===== config.mk =====
export PLATFORM = sky130hd
export DESIGN_NAME = single_client_session_filter_flat
export DESIGN_NICKNAME = d
export VERILOG_FILES = /design/src/rtl/scsf_pkg.sv /design/src/rtl/scsf_if.sv /design/src/rtl/single_client_session_filter.sv /design/src/flat_wrapper.sv
export SDC_FILE = /design/constraint.sdc
export NUM_CORES = 1
export LEC_CHECK = 0
export BUFFER_PORTS_ARGS = -buffer_cell sky130_fd_sc_hd__buf_2
export CAP_MARGIN = 20
export CORE_MARGIN = 5
export CORE_UTILIZATION = 35
export CTS_CLUSTER_SIZE = 30
export DETAILED_ROUTE_END_ITERATION = 10
export RECOVER_POWER = 25
export SKIP_LAST_GASP = 1
export SYNTH_ARGS = -nofsm -noshare
export SYNTH_HDL_FRONTEND = slang
export SYNTH_SLANG_ARGS = --single-unit

===== constraint.sdc =====
create_clock -name clk -period 2.16 [get_ports clk]
set_clock_uncertainty 0.2 [all_clocks]
set_input_delay 0.216 -clock clk [delete_from_list [all_inputs] [get_ports clk]]
set_output_delay 0.216 -clock clk [all_outputs]
set_load 0.02 [all_outputs]

===== src/rtl/scsf_pkg.sv =====
// ----------------------------------------------------------------------------
// Session filter package
// Command codes, action codes and reset values shared by the session filter.
// ----------------------------------------------------------------------------
package scsf_pkg;

  typedef logic [2:0] action_t;

  localparam action_t ACT_NONE    = 3'd0;
  localparam action_t ACT_BUSY    = 3'd1;
  localparam action_t ACT_RESEND  = 3'd2;
  localparam action_t ACT_NEW     = 3'd3;
  localparam action_t ACT_EXEC    = 3'd4;
  localparam action_t ACT_UNKNOWN = 3'd5;

  localparam logic [7:0] CMD_CONNECT   = 8'h80;
  localparam logic [7:0] CMD_KNOWN_MAX = 8'h85;

  localparam logic [7:0] KEEPALIVE_RESET = 8'd90;

  localparam logic OP_FRAME = 1'b0;
  localparam logic OP_TICK  = 1'b1;

endpackage


===== src/rtl/scsf_if.sv =====
// ----------------------------------------------------------------------------
// Session filter channels
// Valid/ready channels for requests, results and the keepalive register.
// ----------------------------------------------------------------------------
interface scsf_in_if;
  logic        valid;
  logic        ready;
  logic        op;
  logic [15:0] src_addr;
  logic [7:0]  seqnum;
  logic [7:0]  command;

  modport source (output valid, output op, output src_addr, output seqnum,
                  output command, input ready);
  modport sink (input valid, input op, input src_addr, input seqnum,
                input command, output ready);
endinterface

interface scsf_out_if;
  logic                  valid;
  logic                  ready;
  scsf_pkg::action_t     action;
  logic                  link_up;
  logic [15:0]           client_addr;

  modport source (output valid, output action, output link_up, output client_addr,
                  input ready);
  modport sink (input valid, input action, input link_up, input client_addr,
                output ready);
endinterface

interface scsf_cfg_if;
  logic       valid;
  logic       ready;
  logic [7:0] keepalive_ticks;

  modport source (output valid, output keepalive_ticks, input ready);
  modport sink (input valid, input keepalive_ticks, output ready);
endinterface


===== src/rtl/single_client_session_filter.sv =====
// A request is captured in the input register and its result in the result register.
// Throughput: one request per cycle; the input register and the result register
// advance together whenever the result register is empty or being taken.
// Reset: synchronous, active low; it clears the session, both registers' valid
// bits and loads the keepalive register with 90.
// ----------------------------------------------------------------------------
// Single client session filter
// Admits frames from one client, tracks its keepalive and reports an action.
// ----------------------------------------------------------------------------
module single_client_session_filter (
  input logic         clk,
  input logic         rst_n,
  scsf_in_if.sink     in_if,
  scsf_out_if.source  out_if,
  scsf_cfg_if.sink    cfg_if
);

  logic [7:0]  keepalive_r;

  logic        in_v_r;
  logic        op_r;
  logic [15:0] sender_r;
  logic [7:0]  seq_r;
  logic [7:0]  cmd_r;

  logic        held_r, held_nxt;
  logic [15:0] holder_r, holder_nxt;
  logic [7:0]  alive_r, alive_nxt;
  logic [7:0]  last_seq_r, last_seq_nxt;

  logic              out_v_r;
  scsf_pkg::action_t action_r, action_nxt;
  logic              link_r;
  logic [15:0]       client_r;

  logic advance;
  logic is_connect;
  logic is_holder;

  assign cfg_if.ready = 1'b1;

  assign advance     = !out_v_r || out_if.ready;
  assign in_if.ready = !in_v_r || advance;

  always_ff @(posedge clk) begin
    if (!rst_n) begin
      keepalive_r <= scsf_pkg::KEEPALIVE_RESET;
    end else if (cfg_if.valid && cfg_if.ready) begin
      keepalive_r <= cfg_if.keepalive_ticks;
    end
  end

  always_ff @(posedge clk) begin
    if (!rst_n) begin
      in_v_r <= 1'b0;
    end else if (in_if.ready) begin
      in_v_r <= in_if.valid;
    end
  end

  always_ff @(posedge clk) begin
    if (in_if.ready && in_if.valid) begin
      op_r     <= in_if.op;
      sender_r <= in_if.src_addr;
      seq_r    <= in_if.seqnum;
      cmd_r    <= in_if.command;
    end
  end

  assign is_connect = (cmd_r == scsf_pkg::CMD_CONNECT);
  assign is_holder  = held_r && (holder_r == sender_r);

  always_comb begin
    held_nxt     = held_r;
    holder_nxt   = holder_r;
    alive_nxt    = alive_r;
    last_seq_nxt = last_seq_r;
    action_nxt   = scsf_pkg::ACT_NONE;
    if (op_r == scsf_pkg::OP_TICK) begin
      if (held_r) begin
        if (alive_r == 8'd0) begin
          held_nxt = 1'b0;
        end else begin
          alive_nxt = alive_r - 8'd1;
        end
      end
    end else if (is_connect) begin
      if (held_r && !is_holder) begin
        action_nxt = scsf_pkg::ACT_BUSY;
      end else begin
        held_nxt     = 1'b1;
        holder_nxt   = sender_r;
        alive_nxt    = keepalive_r;
        last_seq_nxt = seq_r;
        action_nxt   = scsf_pkg::ACT_NEW;
      end
    end else if (is_holder) begin
      alive_nxt = keepalive_r;
      if (seq_r == last_seq_r) begin
        action_nxt = scsf_pkg::ACT_RESEND;
      end else begin
        last_seq_nxt = seq_r;
        if (cmd_r > scsf_pkg::CMD_CONNECT && cmd_r <= scsf_pkg::CMD_KNOWN_MAX) begin
          action_nxt = scsf_pkg::ACT_EXEC;
        end else begin
          action_nxt = scsf_pkg::ACT_UNKNOWN;
        end
      end
    end
  end

  always_ff @(posedge clk) begin
    if (!rst_n) begin
      held_r     <= 1'b0;
      holder_r   <= 16'd0;
      alive_r    <= 8'd0;
      last_seq_r <= 8'd0;
      out_v_r    <= 1'b0;
    end else if (advance) begin
      out_v_r <= in_v_r;
      if (in_v_r) begin
        held_r     <= held_nxt;
        holder_r   <= holder_nxt;
        alive_r    <= alive_nxt;
        last_seq_r <= last_seq_nxt;
      end
    end
  end

  always_ff @(posedge clk) begin
    if (advance && in_v_r) begin
      action_r <= action_nxt;
      link_r   <= held_nxt;
      client_r <= held_nxt ? holder_nxt : 16'd0;
    end
  end

  assign out_if.valid       = out_v_r;
  assign out_if.action      = action_r;
  assign out_if.link_up     = link_r;
  assign out_if.client_addr = client_r;

`ifndef ASSERT_OFF
  a_busy_needs_link: assert property (@(posedge clk) disable iff (!rst_n)
    out_v_r && action_r == scsf_pkg::ACT_BUSY |-> link_r)
    else $error("busy result without a held session");

  a_new_sets_link: assert property (@(posedge clk) disable iff (!rst_n)
    $past(advance && in_v_r) && out_v_r &&
      (action_r == scsf_pkg::ACT_NEW || action_r == scsf_pkg::ACT_RESEND)
      |-> link_r && client_r == $past(sender_r))
    else $error("accepted frame does not report its sender as holder");

  a_down_no_addr: assert property (@(posedge clk) disable iff (!rst_n)
    out_v_r && !link_r |-> client_r == 16'd0)
    else $error("client address reported without a session");

  a_drop_only_by_tick: assert property (@(posedge clk) disable iff (!rst_n)
    $past(rst_n) && $fell(held_r) |-> $past(in_v_r && advance && op_r == scsf_pkg::OP_TICK))
    else $error("session dropped by something other than a tick");
`endif

endmodule


===== src/flat_wrapper.sv =====
// flat-port wrapper written by rule: the top's interface ports become plain ports
module single_client_session_filter_flat 
  (clk, rst_n, in_if_valid, in_if_op, in_if_src_addr, in_if_seqnum, in_if_command, in_if_ready, out_if_valid, out_if_action, out_if_link_up, out_if_client_addr, out_if_ready, cfg_if_valid, cfg_if_keepalive_ticks, cfg_if_ready);
  scsf_in_if in_if_i ();
  scsf_out_if out_if_i ();
  scsf_cfg_if cfg_if_i ();
  input logic clk;
  input logic rst_n;
  input wire logic [$bits(in_if_i.valid)-1:0] in_if_valid;
  input wire logic [$bits(in_if_i.op)-1:0] in_if_op;
  input wire logic [$bits(in_if_i.src_addr)-1:0] in_if_src_addr;
  input wire logic [$bits(in_if_i.seqnum)-1:0] in_if_seqnum;
  input wire logic [$bits(in_if_i.command)-1:0] in_if_command;
  output wire logic [$bits(in_if_i.ready)-1:0] in_if_ready;
  output wire logic [$bits(out_if_i.valid)-1:0] out_if_valid;
  output wire logic [$bits(out_if_i.action)-1:0] out_if_action;
  output wire logic [$bits(out_if_i.link_up)-1:0] out_if_link_up;
  output wire logic [$bits(out_if_i.client_addr)-1:0] out_if_client_addr;
  input wire logic [$bits(out_if_i.ready)-1:0] out_if_ready;
  input wire logic [$bits(cfg_if_i.valid)-1:0] cfg_if_valid;
  input wire logic [$bits(cfg_if_i.keepalive_ticks)-1:0] cfg_if_keepalive_ticks;
  output wire logic [$bits(cfg_if_i.ready)-1:0] cfg_if_ready;
  assign in_if_i.valid = in_if_valid;
  assign in_if_i.op = in_if_op;
  assign in_if_i.src_addr = in_if_src_addr;
  assign in_if_i.seqnum = in_if_seqnum;
  assign in_if_i.command = in_if_command;
  assign in_if_ready = in_if_i.ready;
  assign out_if_valid = out_if_i.valid;
  assign out_if_action = out_if_i.action;
  assign out_if_link_up = out_if_i.link_up;
  assign out_if_client_addr = out_if_i.client_addr;
  assign out_if_i.ready = out_if_ready;
  assign cfg_if_i.valid = cfg_if_valid;
  assign cfg_if_i.keepalive_ticks = cfg_if_keepalive_ticks;
  assign cfg_if_ready = cfg_if_i.ready;
  single_client_session_filter u_core (.clk(clk), .rst_n(rst_n), .in_if(in_if_i), .out_if(out_if_i), .cfg_if(cfg_if_i));
endmodule

==> results.md, run 1 <==
- The flow ran to the end, but the final reports show violations.
- The checks that failed: negative setup slack.
- The reported leakage power is 2.17 nW.
- The largest net degree at the start of global routing is 35.
- The final non-filler cell total is 678.
- Setup repair after global routing could not meet its margin everywhere.
- The unique cell type count in the Yosys netlist is 46.
- Global routing used 14.4% of the available tracks across all layers.
- The highest fanout seen on the critical path is 16.
- STA classifies the critical path startpoint as a flop.
- 69 I/O pins were placed.
- The net count of the finished layout is 578.
- VDD sags by at most 478 uV.
- For the pin with the worst max-slew slack, the measured transition is 0.852 ns.
- The later pin in the worst-skew pair is clocked with a latency of 0.35 ns.
- The clock transition time at the flip-flop clock pins of the worst setup and hold paths is 0.07 ns.
- For this block, the routed nets add up to 10.0 mm of wire.
- For this run, design rule violations remaining after detail routing come to 0.
- Synthesis handed over a netlist of 385 instances.
- TritonCTS built the clock tree.
- In this run the most critical hold path is launched from cfg_if_valid.
- The type of the worst setup path is flop to flop.
- The initial antenna violation count is 0.
- The clock tree synthesis step divided the H-tree into 3 levels.
- The total congestion overflow is 0.
- Using the TritonRoute via totals, the vias-per-cell ratio works out to 4.79.
- The number of clock buffers inserted by TritonCTS is 9.
- The area growth from synthesis to layout is 45.3%.
- Once detail routing completed, the nets flagged for antenna violations numbered 0.
- The warning count from the yosys run is 0.
- The synthesized design contains 96 register bits.
- The number of placed instances, taps included, is 606.
- The width of the chip is 118 um.
- STA puts the critical path data arrival time at 2.37 ns.
- In this run the clock root is driven by a clkbuf_16.
- Max-cap violations in this run came to 0.
- Synthesis produced a netlist with a net count of 433.
- The slack of the critical path is -0.149 ns.
- Buffers placed on the I/O ports in this run total 67.
- The die covers 13,900 um2.
- The total vias in the final route is 3,248.
- The worst hold path stage count is 3.
- The final number of setup-violating endpoints is 49.
- For the worst setup path, the data required time is 2.22 ns.
- The chip height is 118 um.
- The deepest clock path buffer count is 2.
- Measured in cells, the most critical reg-to-reg path has a length of 8.
- The ratio of final minimum period to clock period is 107%.
- The placed wire-length estimate is 6.21 mm.
- The antenna diode instance count is 0.
- The number of pins with negative max-slew slack in the final report is 0.
- After the first detailed-routing iteration, the DRC count stood at 276.
- The final critical delay including setup and external delays is 2.31 ns.
- The via count of the first global-routing pass is 3,344.
- The endpoint of the worst-slack reg-to-reg timing path is u_core.holder_r[7].
- Cells fill 51.9% of the core in the end.
- The final count of hold timing violations was 0.
- The effective utilization at floorplan is 35.7%.
- The most used flip-flop cell after synthesis is edfxtp_1.
- The number of synthesized flops with an enable pin is 53.
- Fill cells in the final layout number 1,020.
- The share of synthesized flip-flops with an asynchronous set or reset is 0%.
- Dividing total power by cell area gives a power density of 664 nW/um2.
- The overall power consumption is 0.00393 W.
- The post-synthesis area per instance is 10.6 um2.
- The reg2reg setup slack is -0.15 ns.
- The highest clock frequency the design can meet is 0.433 GHz.
- In this run the critical register-to-register path is launched from u_core.sender_r[12].
- The first global-routing pass estimated 16.2 mm of wire.
- The fraction of final layout cells sized beyond drive strength 1 is 32.7%.
- The core region is 11,400 um2.
- The cell area after technology mapping is 4080 um2.
- The first detailed-routing pass took 4 iterations.
- After synthesis, flip-flops and latches occupy 60.2% of the total area.
- CTS saw 96 sinks.
- The tightest min-delay check is of the primary input to flop type.
- The hold-critical path endpoint is u_core.keepalive_r[3].
- The type of destination of the critical path is a flop.
- Row generation in the floorplan step produced 39 rows.
- The normalized max-slew margin is 43.2%.
- At the end of routability-driven placement, the weighted congestion stood at 0.798.
- In the final routed layout, each cell accounts on average for 14.8 um.
## cell families after synthesis
| group | Yosys count | synth area share, % |
|---|---|---|
| buf+inv | 31 | 3.28 |
| mux | 16 | 3.93 |
| compound gates | 68 | 10.5 |
| other cells | 1 | 0.0920 |
| fa+ha+maj | 2 | 0.614 |
| simple gates | 147 | 16.3 |
| flops | 96 | 60.2 |
| xor+xnor | 24 | 5.16 |
## synthesized netlist by cell type (2+ instances only)
cell type  count  share of area [%]
or3_1          2               0.31
nand2b_1       3               0.46
nand4_1        5               0.77
a21oi_1       30                3.7
dfxtp_1       43                 21
nand3_1       34                4.2
mux2i_1       16                3.9
inv_1          7               0.64
nand2_1       69                6.4
nor3_1         2               0.25
nor2_1        19                1.7
o32ai_1        3               0.64
edfxtp_1      53                 39
nor2b_1        3               0.46
o21ai_0       20                2.5
buf_2          5               0.61
nor4_1         3               0.46
xnor2_1       24                5.2
clkbuf_1      15                1.4
ha_1           2               0.61
or2_2          2               0.31
## where the power goes
part	total (W)	switching (W)	internal, W
registers	0.00203	0.0000369	0.00200
clock network	0.00157	0.000681	0.000890
logic	0.000329	0.000164	0.000165
## metal layers
layer	vias to the layer above	wire length [um]	global-route usage, %
met4	0	73	4.37
met5	-	0	0
met2	81	5000	23.9
met1	1507	4370	17.5
li1	1653	-	-
met3	7	590	4.95
## cells in the final DEF (no fill, tap or decap), types with 3 or more instances in the layout
cell type      instances
mux2i_1               16
xnor2_1               21
nand2_1               60
edfxtp_1              53
nand2_2                6
buf_4                 35
inv_1                  6
buf_2                 66
o21ai_0               18
clkbuf_16             10
a21oi_1               17
buf_6                  3
xnor2_2                3
dlygate4sd3_1         43
dfxtp_1               43
nor2_1                18
buf_12                 5
clkinvlp_4             4
clkinv_1               3
nor2b_1                3
nand4_1                5
a21oi_2               11
nand3_2                5
nand3_1               29
## worst max-delay path by stage
stage | startpoint | slack, ns | endpoint
2_1_floorplan | u_core.sender_r[11] | -0.06 | u_core.alive_r[2]
6_report | u_core.sender_r[12] | -0.15 | u_core.holder_r[7]
3_3_place_gp | u_core.sender_r[14] | -0.19 | u_core.alive_r[1]
5_1_grt | u_core.sender_r[14] | -0.28 | u_core.holder_r[7]
4_1_cts | u_core.sender_r[12] | -0.14 | u_core.out_if.client_addr[15]
3_5_place_dp | u_core.sender_r[14] | -0.27 | u_core.out_if.client_addr[15]
## metrics by stage
step                hold slack [ns]  TNS [ns]  instance area, um2  setup WS [ns]
floorplan                     0.115     -1.14                4110        -0.0583
global placement              0.194     -6.17                4790         -0.187
detailed placement            0.194     -8.39                4790         -0.269
CTS                          0.0765     -5.04                5760         -0.139
global route                 0.0911     -9.89                5920         -0.278
finish                       0.0819     -4.25                5920         -0.149
## worst max-delay path: stages (launching register included)
cell and delay (ns):
edfxtp_1 0.42, xnor2_2 0.16, nand4_1 0.17, buf_4 0.18, o41ai_4 0.34, buf_6 0.18
nand3_2 0.15, clkbuf_16 0.21, o21ai_0 0.20
## final cells by class
cell class              instances  area, um2  share of cell area (%)
flip-flops and latches         96       2450                    41.4
multi-input cells             260       1770                    29.9
inverters                       8       33.8                   0.570
clock inverters                 6       60.1                    1.01
well taps                     143        179                    3.02
clock buffers                  10        229                    3.86
repair buffers                155       1200                    20.3
## sequential cells by signal (all words and copies together), names as in the netlist, 3 cells and up
name	cells
u_core.alive_r	8
u_core.cmd_r	8
u_core.last_seq_r	8
u_core.seq_r	8
u_core.sender_r	16
u_core.holder_r	16
u_core.out_if.action	3
u_core.keepalive_r	8
u_core.out_if.client_addr	16
## timing repair
| action | in CTS | in global routing |
|---|---|---|
| gates resized for setup | 32 | 24 |
| pin swaps | 15 | 15 |
| endpoints found under the setup margin | 51 | 52 |
| gates cloned | 2 | 1 |
| hold endpoints to repair | 43 | 0 |
| hold buffers | 43 | 0 |
| buffers inserted | 9 | 1 |
No activity file was read; power rests on OpenSTA's default activity.
==> inputs of run 2 (changes only) <==
--- a/config.mk
+++ b/config.mk
@@ -5,6 +5,7 @@
 export SDC_FILE = /design/constraint.sdc
 export NUM_CORES = 1
 export LEC_CHECK = 0
+export ABC_AREA = 1
 export BUFFER_PORTS_ARGS = -buffer_cell sky130_fd_sc_hd__buf_2
 export CAP_MARGIN = 20
 export CORE_MARGIN = 5
==> constraint.sdc (replaced) <==
create_clock -name clk -period 2.7 [get_ports clk]
set_clock_uncertainty 0.2 [all_clocks]
set_input_delay 0.27 -clock clk [delete_from_list [all_inputs] [get_ports clk]]
set_output_delay 0.27 -clock clk [all_outputs]
set_load 0.02 [all_outputs]
==> run 2 against run 1 <==
Against the previous run: the flow now finishes without violations; register-to-register slack improved by 0.71 ns; critical path type is now primary input to flop; worst hold slack got worse by 0.048 ns; die area rose by 8.9%; critical endpoint is now u_core.last_seq_r[2].
==> results.md, run 2 <==
- The startpoint type of the worst setup path is a primary input.
- Setup repair after global routing left no endpoint under its margin.
- The share of power burned in the clock network is 37.3%.
- Counting the fill cells in the layout gives 1,209.
- The number of synthesized flops with an enable pin is 53.
- The congestion estimate from routability-driven global placement came to 0.857.
- For this run, the top clock speed supported by timing is 0.455 GHz.
- The top-level I/O count is 69.
- The slew at the pin with the worst max-slew slack is 0.762 ns.
- Post-CTS repair changed the size of 0 cells.
- After synthesis, the share of flip-flops with an asynchronous set or reset is 0%.
- The library cells used most frequently in the layout, excluding fill and tap cells, are nand2_1 (157), inv_1 (84), nor2_1 (75).
- Summed over all nets, the half-perimeter wirelength after detailed placement is 6.80 mm.
- Setup violations remaining at the end of the flow were counted as 0.
- The simple-gate share of the synthesized area is 26.6%.
- The routed design has 9.93 mm of wire.
- The floorplan step set the die width to 123 um.
- The area after detailed placement is 4990 um2.
- The mux cell area share after synthesis is 0%.
- The arrival time at the worst endpoint is 2.28 ns.
- Summing the areas of all fa, ha and maj instances in the mapped netlist gives 0.559% of the synthesized area.
- Synthesis produced a netlist whose cell count is 550.
- After clock tree synthesis, the clock-pin slew on the worst setup and hold paths is 0.06 ns.
- The later-pin clock latency in the skew report is 0.35 ns.
- The sum of negative setup slack is 0 ns.
- The data required time of the critical path is 2.78 ns.
- The reported leakage power is 2.67 nW.
- The synthesized netlist devotes 0.979% of its cell area to XOR and XNOR gates.
- The type of the worst setup path is primary input to flop.
- Summed over all instances, the cell type with the most area after synthesis is edfxtp_1.
- The fraction of synthesized cell area taken by the top area cell type is 35.6%.
- The clock passes through at most 2 buffers.
- The initial antenna violation count is 0.
- The post-detailed-route wirelength per cell is 11.8 um.
- The power density over the cells is 564 nW/um2.
- Relative to the synthesized area, the layout overhead comes to 27.0%.
- The worst setup path is captured at a flop.
- The total non-filler cell area in the finished layout is 5680 um2.
- The minimum hold slack is 0.0336 ns.
- The clock drives 96 sinks.
- The antenna violation net count after detailed routing is 0.
- The flow ran to the end, and the final reports show no timing, DRC or antenna violations.
- The final count of hold timing violations is 0.
- The net count after synthesis is 598.
- The footprint of the multi-input gates is 1590 um2.
- Along the worst path, the maximum fanout reaches 9.
- The cell chosen for the clock root is clkbuf_16.
- The post-synthesis area per instance is 8.14 um2.
- By area the synthesized netlist is led by edfxtp_1 (36%), dfxtp_1 (19%), nand2_1 (13%), inv_1 (7.0%), nor2_1 (6.3%).
- Of the total power, the share spent switching nets is 23.9%.
- The number of vias per cell is 4.52.
- The chip height is 123 um.
- The utilization of the core after routing is 45.2%.
- In the synthesized netlist, the cells that appear most often are nand2_1 (157), inv_1 (84), nor2_1 (75).
- The first routing iteration left 219 violations.
- Across every metal layer, demand over resource in global routing totals 13.9%.
- Entering global routing, the biggest net connects 34 pins.
- Once the floorplan was initialized, standard cells occupied 35.6% of the core.
- IR analysis of the VDD net gives a maximum drop of 366 uV.
- Registers are responsible for 51.7% of the overall power.
- The most frequent cell after synthesis is nand2_1.
- The path class of the tightest hold or removal check is primary input to flop.
- Port buffering added 67 buffers.
- CTS built an H-tree with a depth of 3.
- Summing the areas of all compound-gate instances in the mapped netlist gives 7.35% of the synthesized area.
- After floorplanning, the core was divided into 41 placement rows.
- The unique cell type count in the Yosys netlist is 32.
- The die area is 15,100 um2.
- The cell internal power dissipation is 0.00244 W.
- The warning count from the yosys run is 0.
- Clock tree synthesis inserted a total of 9 buffers.
- The normalized max-slew margin is 49.1%.
- The register area is 2450 um2.
- The number of pins with negative max-slew slack in the final report is 0.
- The wire length of the first global-routing pass is 16.5 mm.
- The library cell used most frequently in the layout, excluding fill and tap cells, is nand2_1.
- The worst path uses 81.4% of the clock period.
- The post-route netlist has 16.5% of its cells at a drive strength greater than 1.
- The total vias in the final route is 3,796.
- The DRC violations left is 0.
- The first detailed-routing pass ran for 4 iterations.
- The smallest clock period supported by the final layout is computed as 2.20 ns.
- By area, the combinational part of the netlist is dominated by simple AND/OR/NAND/NOR gates.
- Per report_power, the combinational group accounts for 11.0% of the total.
- Summing the sequential cell areas from Yosys gives 54.8% of the chip area.
- At the end of the flow, the number of nets in the layout was 710.
- The cell area after technology mapping is 4470 um2.
- The antenna diode instance count is 0.
- The via count of the first global-routing pass was 3,652.
- After floorplanning, the core was sized to cover 12,600 um2.
- Across all register-to-register paths, the minimum setup slack is 0.56 ns.
- Synthesis inferred 96 register bits.
- For this design the total switching power over the nets is 0.000765 W.
- The dominant register cell in the synthesized netlist is edfxtp_1.
- The number of max-cap violations is 0.
- Global routing finished with a remaining overflow of 0.
- TritonCTS built the clock tree.
## run 2: cell types whose count changed after synthesis, moves of 9 or more
cell	delta
nand2_1	+88
inv_1	+77
nor2_1	+56
xnor2_1	-21
mux2i_1	-16
nand3_1	-13
o21ai_2	+9
## run 2: logic make-up after synthesis
kind of cell             Yosys count
adder cells (fa/ha/maj)            2
XOR/XNOR                           5
other                              1
flip-flops                        96
buffers and inverters            105
AND/OR/NAND/NOR                  283
AO/OA/AOI/OAI                     58
## run 2: power by group through the flow
stage	sequential (W)	combinational [W]	clock, W
3_5_place_dp	0.00169	0.000308	0
5_1_grt	0.00166	0.000400	0.00131
2_1_floorplan	0.00170	0.000195	0
6_report	0.00166	0.000352	0.00120
4_1_cts	0.00166	0.000355	0.00125
3_3_place_gp	0.00169	0.000300	0
## run 2: final cells by class
cell class	instances	area share, %
Multi-Input combinational cell	349	28.0
Clock buffer	13	4.58
Clock inverter	3	0.330
Inverter	89	5.88
Sequential cell	96	43.2
Tap cell	172	3.79
Timing Repair Buffer	117	14.2
## run 2: routing by layer
metal  up-vias  track usage [%]  routed length [um]
li1       1960                -                   -
met1      1742             16.5                4490
met2        86             24.3                4800
met3         8             3.93                 534
met4         0             4.64                 108
met5         -                0                   0
## run 2: timing repair
item	CTS	global route
setup buffers	0	0
hold buffers	42	0
endpoints found under the hold margin	42	0
## run 2: final timing paths
| check | startpoint | end | depth (start not counted) |
|---|---|---|---|
| worst min register to register | u_core.keepalive_r[1] | u_core.keepalive_r[1] | 2 |
| worst max register to register | u_core.sender_r[8] | u_core.out_if.client_addr[3] | 12 |
| worst min-delay path | cfg_if_keepalive_ticks[7] | u_core.keepalive_r[7] | 3 |
| worst max-delay path | out_if_ready | u_core.last_seq_r[2] | 13 |
## run 2: critical path, stage by stage
cell,delay (ns)
dlygate4sd3_1,0.54
buf_2,0.12
inv_1,0.06
nand2_1,0.06
nand2_1,0.32
clkinv_1,0.30
nand2_1,0.13
inv_1,0.04
nand2_1,0.05
inv_1,0.12
nand3_1,0.10
nand2_1,0.06
nor2_1,0.10
## run 2: metrics by stage
stage	setup WS, ns	std cells	power, W
floorplan	0.708	550	0.00189
global placement	0.595	781	0.00199
detailed placement	0.550	781	0.00200
CTS	0.478	839	0.00326
global route	0.302	839	0.00337
finish	0.502	839	0.00321
